### src/sv/cross_blur_filter_core_assert.svh
// assertion macros for the cross blur filter core
`ifndef CROSS_BLUR_FILTER_CORE_ASSERT_SVH
`define CROSS_BLUR_FILTER_CORE_ASSERT_SVH
`ifndef SYNTHESIS
`define CBF_ASSERT_ALWAYS(label, clk, rst_n, cond) \
    label: assert property (@(posedge clk) disable iff (!rst_n) (cond)) \
        else $error("cross blur filter assertion failed");
`define CBF_ASSERT_NEXT(label, clk, rst_n, pre, post) \
    label: assert property (@(posedge clk) disable iff (!rst_n) (pre) |=> (post)) \
        else $error("cross blur filter assertion failed");
`else
`define CBF_ASSERT_ALWAYS(label, clk, rst_n, cond)
`define CBF_ASSERT_NEXT(label, clk, rst_n, pre, post)
`endif
`endif

### src/sv/cbf_pkg.sv
package cbf_pkg;

    localparam int CFG_DATA_BITS   = 16;
    localparam int CFG_INDEX_BITS  = 1;
    localparam int WIDTH_REG_BITS  = 11;
    localparam int HEIGHT_REG_BITS = 16;

    typedef enum logic [CFG_INDEX_BITS-1:0] {
        CFG_FRAME_WIDTH  = 1'b0,
        CFG_FRAME_HEIGHT = 1'b1
    } t_cfg_index;

    localparam logic [WIDTH_REG_BITS-1:0]  WIDTH_RESET  = 11'd1024;
    localparam logic [HEIGHT_REG_BITS-1:0] HEIGHT_RESET = 16'd1024;

    localparam int MEAN_TAPS  = 5;
    localparam int ROUND_BIAS = 2;

    localparam int OUT_DEPTH    = 4;
    localparam int OUT_PTR_BITS = 2;
    localparam int OUT_CNT_BITS = 3;

    typedef struct packed {
        logic push_above;
        logic push_self;
        logic row_end;
        logic frame_end;
    } t_push;

endpackage

### src/sv/cbf_out_fifo.sv
module cbf_out_fifo #(
    parameter int PIXEL_BITS = 8
) (
    input  logic                             i_clk,
    input  logic                             i_rst_n,
    input  cbf_pkg::t_push                   i_push,
    input  logic [PIXEL_BITS-1:0]            i_above_pixel,
    input  logic [PIXEL_BITS-1:0]            i_self_pixel,
    input  logic                             i_stall,
    output logic                             o_valid,
    output logic [PIXEL_BITS-1:0]            o_pixel,
    output logic                             o_row_end,
    output logic                             o_frame_end,
    output logic [cbf_pkg::OUT_CNT_BITS-1:0] o_count
);

    import cbf_pkg::*;

    logic [PIXEL_BITS-1:0]   r_pix_q [OUT_DEPTH];
    logic                    r_re_q  [OUT_DEPTH];
    logic                    r_fe_q  [OUT_DEPTH];
    logic [OUT_PTR_BITS-1:0] r_wptr;
    logic [OUT_PTR_BITS-1:0] r_rptr;
    logic [OUT_CNT_BITS-1:0] r_count;
    logic [OUT_PTR_BITS-1:0] n_wptr;
    logic [OUT_CNT_BITS-1:0] n_count;
    logic [OUT_PTR_BITS-1:0] w_self_ptr;
    logic [1:0]              w_push_n;
    logic                    w_pop;

    always_comb begin
        w_push_n   = 2'(i_push.push_above) + 2'(i_push.push_self);
        w_self_ptr = i_push.push_above ? r_wptr + OUT_PTR_BITS'(1) : r_wptr;
        w_pop      = (r_count != '0) && !i_stall;
        n_wptr     = r_wptr + OUT_PTR_BITS'(w_push_n);
        n_count    = r_count + OUT_CNT_BITS'(w_push_n) - OUT_CNT_BITS'(w_pop);
    end

    always_ff @(posedge i_clk) begin
        if (i_push.push_above) begin
            r_pix_q[r_wptr] <= i_above_pixel;
            r_re_q[r_wptr]  <= i_push.row_end;
            r_fe_q[r_wptr]  <= 1'b0;
        end
        if (i_push.push_self) begin
            r_pix_q[w_self_ptr] <= i_self_pixel;
            r_re_q[w_self_ptr]  <= i_push.row_end;
            r_fe_q[w_self_ptr]  <= i_push.frame_end;
        end
    end

    always_ff @(posedge i_clk) begin
        if (!i_rst_n) begin
            r_wptr  <= '0;
            r_rptr  <= '0;
            r_count <= '0;
        end else begin
            r_wptr  <= n_wptr;
            r_count <= n_count;
            if (w_pop) begin
                r_rptr <= r_rptr + OUT_PTR_BITS'(1);
            end
        end
    end

    assign o_valid     = (r_count != '0);
    assign o_pixel     = r_pix_q[r_rptr];
    assign o_row_end   = r_re_q[r_rptr];
    assign o_frame_end = r_fe_q[r_rptr];
    assign o_count     = r_count;

endmodule

### config.mk
export PLATFORM = sky130hd
export DESIGN_NAME = cbf_out_fifo
export DESIGN_NICKNAME = d
export VERILOG_FILES = /design/src/sv/cross_blur_filter_core_assert.svh /design/src/sv/cbf_pkg.sv /design/src/sv/cbf_out_fifo.sv
export SDC_FILE = /design/constraint.sdc
export NUM_CORES = 1
export LEC_CHECK = 0
export BUFFER_PORTS_ARGS = -buffer_cell sky130_fd_sc_hd__buf_2
export CORE_ASPECT_RATIO = 1.75
export CORE_MARGIN = 2
export CORE_UTILIZATION = 30
export CTS_BUF_LIST = sky130_fd_sc_hd__clkbuf_16
export DETAILED_ROUTE_END_ITERATION = 10
export HOLD_SLACK_MARGIN = 0.1
export PLACE_DENSITY = 0.46
export SLEW_MARGIN = 20
export SYNTH_ARGS = -nofsm -noshare
export SYNTH_HDL_FRONTEND = slang
export SYNTH_SLANG_ARGS = --single-unit
### constraint.sdc
create_clock -name i_clk -period 3.6 [get_ports i_clk]
set_input_delay 0.72 -clock i_clk [delete_from_list [all_inputs] [get_ports i_clk]]
set_output_delay 0.72 -clock i_clk [all_outputs]
set_load 0.02 [all_outputs]
==> results list <==
- HPWL after DPL: 3.79 mm
- CTS tree: yes
* Flop and latch count out of synthesis: 49
- Non-Filler Cell Area, Final: 2950 um2
- Horizontal die dimension: between 70 and 80 um
- Gp weighted congestion: 0.753
- Startpoint of the most critical hold path: r_rptr[1]
- The detail route stage leaves a number of antenna-violating nets equal to 0.
- The tightest hold path in the finished design has a slack of 0.491 ns.
- Outcome: finished clean
- Number of clock sinks seen by CTS: 49
- Distinct cell type count after synthesis: 30
- Number of buffers inserted during clock tree synthesis: 5
* Total gr overflow: 0
- During I/O placement, the number of pins put on the boundary was 37.
- Maximum frequency from static timing analysis: about 390 MHz
* Post-cts repair resize count: 0
* Worst Setup Start Kind: flip-flop
* Total of max-cap violations: 0
* FF-to-FF setup slack: 1.14 ns
- Global-route wire length before repair: 8.55 mm
- During placement, the flow inserted port buffers numbering 36.
- Number of design rule violations left after detail routing: 0
- Clock latency at the later pin of the worst-skew pair: 0.29 ns
* Count of fill cells added during filler insertion: 794
- Final routed wire length divided by cell count: 18.4 um
- Post-CTS Repair Setup Buffers: 0
- The tree is rooted in a clkbuf_16.
* Unrepaired setup endpoints after global routing: false
- Critical R2R Capture: r_re_q[1]
- Summing all placed instances gives a cell area of about 2800 um2.
* H-tree level count: 2
- Setup TNS: 0 ns
* Class of the tightest hold or removal check: flip-flop to flip-flop
- Shortest clock period the worst path allows after layout: 2.58 ns
* Clock transition at path regs: approximately 0.060 ns
- Placement Setup Slack: between 0.8 and 0.9 ns
* Crit path required time: approximately 2.9 ns
- Total number of vias: 1406
- The worst pin sits at a relative slew slack of 0.509.
- Hold Fails Final Rpt: 0
- Yosys Warn Count: 0
- Leak pwr: 1.12 nW
- Transition time of the tightest slew-check pin: 0.736 ns
- Post-Layout Cell Count: about 290
- A synthesized cell averages 16.5 um2.
- The initial utilization of the core area, before any placement, comes to 0.307.
* Final setup vio count: 0
* Mapped Cells: 153
* Number of diodes: 0
* Standard-cell row count: 44
- Number of cells on the worst reg-to-reg path: 5
* Area inside the core boundary: 8200 um2
- Number of antenna violations at the first check in global routing: 0
* Vert. Die Dim: 125 um
- The startpoint identified for the worst register-to-register timing path is r_wptr[0].
- For this run, the total global-route usage over all layers was measured as 0.127.
- The worst setup path is captured at a primary output.
* Sequential fraction of the synthesis area: 0.548
* Worst Path Class, Setup: flip-flop to primary output
* P&R area growth vs syn: 17.2%
* Post-route clock skew: 0.00421 ns
* Pin count of the biggest net entering global routing: 15
* Fraction of layout instances using a drive strength above 1: 0.500
- In the final design database the tool counted 226 nets.
* DIE AREA: roughly 9200 um2
- The clock passes through at most 2 buffers.
- The cell area that synthesis handed to floorplanning was 2520 um2.
* Number of violations reported at the end of detailed-routing iteration 0: 80
- Once placement completed, the tool counted placed cells totaling between 200 and 300.
- Counting every net in the synthesized netlist gives 186.
- Final worst slack: 1.02 ns
- Worst-path fanout max: 10
* Setup crit end: o_pixel[7]
- The via count of the first global-routing pass came to 1573.
- Peak supply drop: 0.307 mV
- Hold Buf Count CTS: 0
- Routed vias/inst: 4.92
* Final max-slew violation count: 0
- Share of the cycle needed by the critical path after routing: 0.718
- The first TritonRoute pass finished after 4 iterations.
* Sum of routed wire length over all layers: between 5 and 6 mm
- Dividing total power by cell area gives a power density of 638 nW/um2.
* Arrival time of the worst setup path: 1.86 ns
-- kinds of logic after synthesis --
group / Yosys count / share of synthesized area
buf+inv: 14 / 0.0273
xor+xnor: 4 / 0.0139
fa+ha+maj: 10 / 0.0527
simple gates: 23 / 0.0542
mux: 43 / 0.248
flops: 49 / 0.548
compound gates: 10 / 0.0551
-- cell usage in the layout, fill, tap and decap left out --
cell type  instances
edfxtp_1          40
buf_2             36
mux2_2            24
mux4_2            10
inv_1              9
ha_1               9
dfxtp_1            9
mux2_4             8
and2_1             6
nand2_1            5
clkbuf_16          5
xnor2_1            4
nand2b_1           3
o32ai_4            3
nor2_1             2
inv_2              2
a21o_2             2
and2_2             2
a21boi_0           2
nor3_1             1
nand2b_4           1
or2_2              1
o32a_2             1
a21o_1             1
nor3b_1            1
mux2i_1            1
o21ai_0            1
or3_1              1
fa_1               1
bufinv_16          1
clkinv_1           1
buf_4              1
-- worst min path at each step --
stage | endpoint | depth (start not counted) | slack [ns]
final | r_rptr[1] | 2 | 0.49
after detailed placement | r_rptr[1] | 2 | 0.49
after global routing | r_rptr[1] | 2 | 0.52
after global placement | r_rptr[1] | 2 | 0.46
after CTS | r_rptr[1] | 2 | 0.50
after floorplan | flip-flop | 2 | 0.45
-- per-layer routing --
layer | wire length (um) | vias to the layer above | track usage | share of wire
met4 | 109 | 0 | 0.0490 | 0.021
li1 | - | 660 | - | -
met5 | 0 | - | 0 | 0
met1 | 1980 | 709 | 0.143 | 0.38
met3 | 183 | 7 | 0.0282 | 0.035
met2 | 2980 | 30 | 0.224 | 0.57
-- power breakdown --
| group | total [W] | internal (W) | switching [W] |
|---|---|---|---|
| registers | 0.000798 | 0.000727 | 0.0000707 |
| logic | 0.000568 | 0.000265 | 0.000303 |
| clock network | 0.000518 | 0.000323 | 0.000195 |
| total | 0.00188 | 0.00131 | 0.000569 |
-- area by class of cell --
type | instances | area (um2) | share of cell area
multi-input cells | 90 | 1070 | 0.362
flip-flops and latches | 49 | 1380 | 0.468
clock buffers | 5 | 125 | 0.0424
well taps | 92 | 115 | 0.0390
clock inverters | 3 | 37.5 | 0.0127
repair buffers | 37 | 188 | 0.0636
inverters | 10 | 37.5 | 0.0127
-- cells in the mapped netlist --
library cell | number | area (um2)
and2_1 | 6 | 37.5
o21ai_0 | 1 | 5.00
edfxtp_1 | 40 | 1200
nor2_1 | 2 | 7.51
mux4_2 | 10 | 225
or2_2 | 1 | 6.26
nand2b_4 | 1 | 13.8
xnor2_1 | 4 | 35.0
ha_1 | 9 | 113
nand2b_1 | 3 | 18.8
or3_1 | 1 | 6.26
o32ai_4 | 3 | 82.6
mux2_4 | 8 | 120
mux2i_1 | 1 | 10.0
fa_1 | 1 | 20.0
buf_1 | 1 | 3.75
nand2_1 | 5 | 18.8
dfxtp_1 | 9 | 180
buf_2 | 1 | 5.00
and2_2 | 2 | 15.0
nor3_1 | 1 | 5.00
o32a_2 | 1 | 11.3
inv_2 | 2 | 7.51
a21o_2 | 2 | 17.5
inv_1 | 8 | 30.0
buf_6 | 2 | 22.5
nor3b_1 | 1 | 7.51
a21boi_0 | 2 | 15.0
a21o_1 | 1 | 7.51
mux2_2 | 24 | 270
-- worst max-delay path, cell delays in order (launching register included) --
cell and delay, ns:
dfxtp_1 0.80, mux4_2 0.61, buf_2 0.18
-- sequential cells by signal, summed over array words and instances, names as in the netlist, named ones only --
register / flops
r_pix_q: 32
r_fe_q: 4
r_rptr: 2
o_count: 3
r_re_q: 4
r_wptr: 2
-- per-stage QoR --
step / util / power (W)
after global routing: 0.360 / 0.00199
after detailed placement: 0.340 / 0.00139
after global placement: 0.340 / 0.00136
final: 0.360 / 0.00188
after floorplan: - / 0.00121
after CTS: 0.360 / 0.00192
No activity file was read; power rests on OpenSTA's default activity.
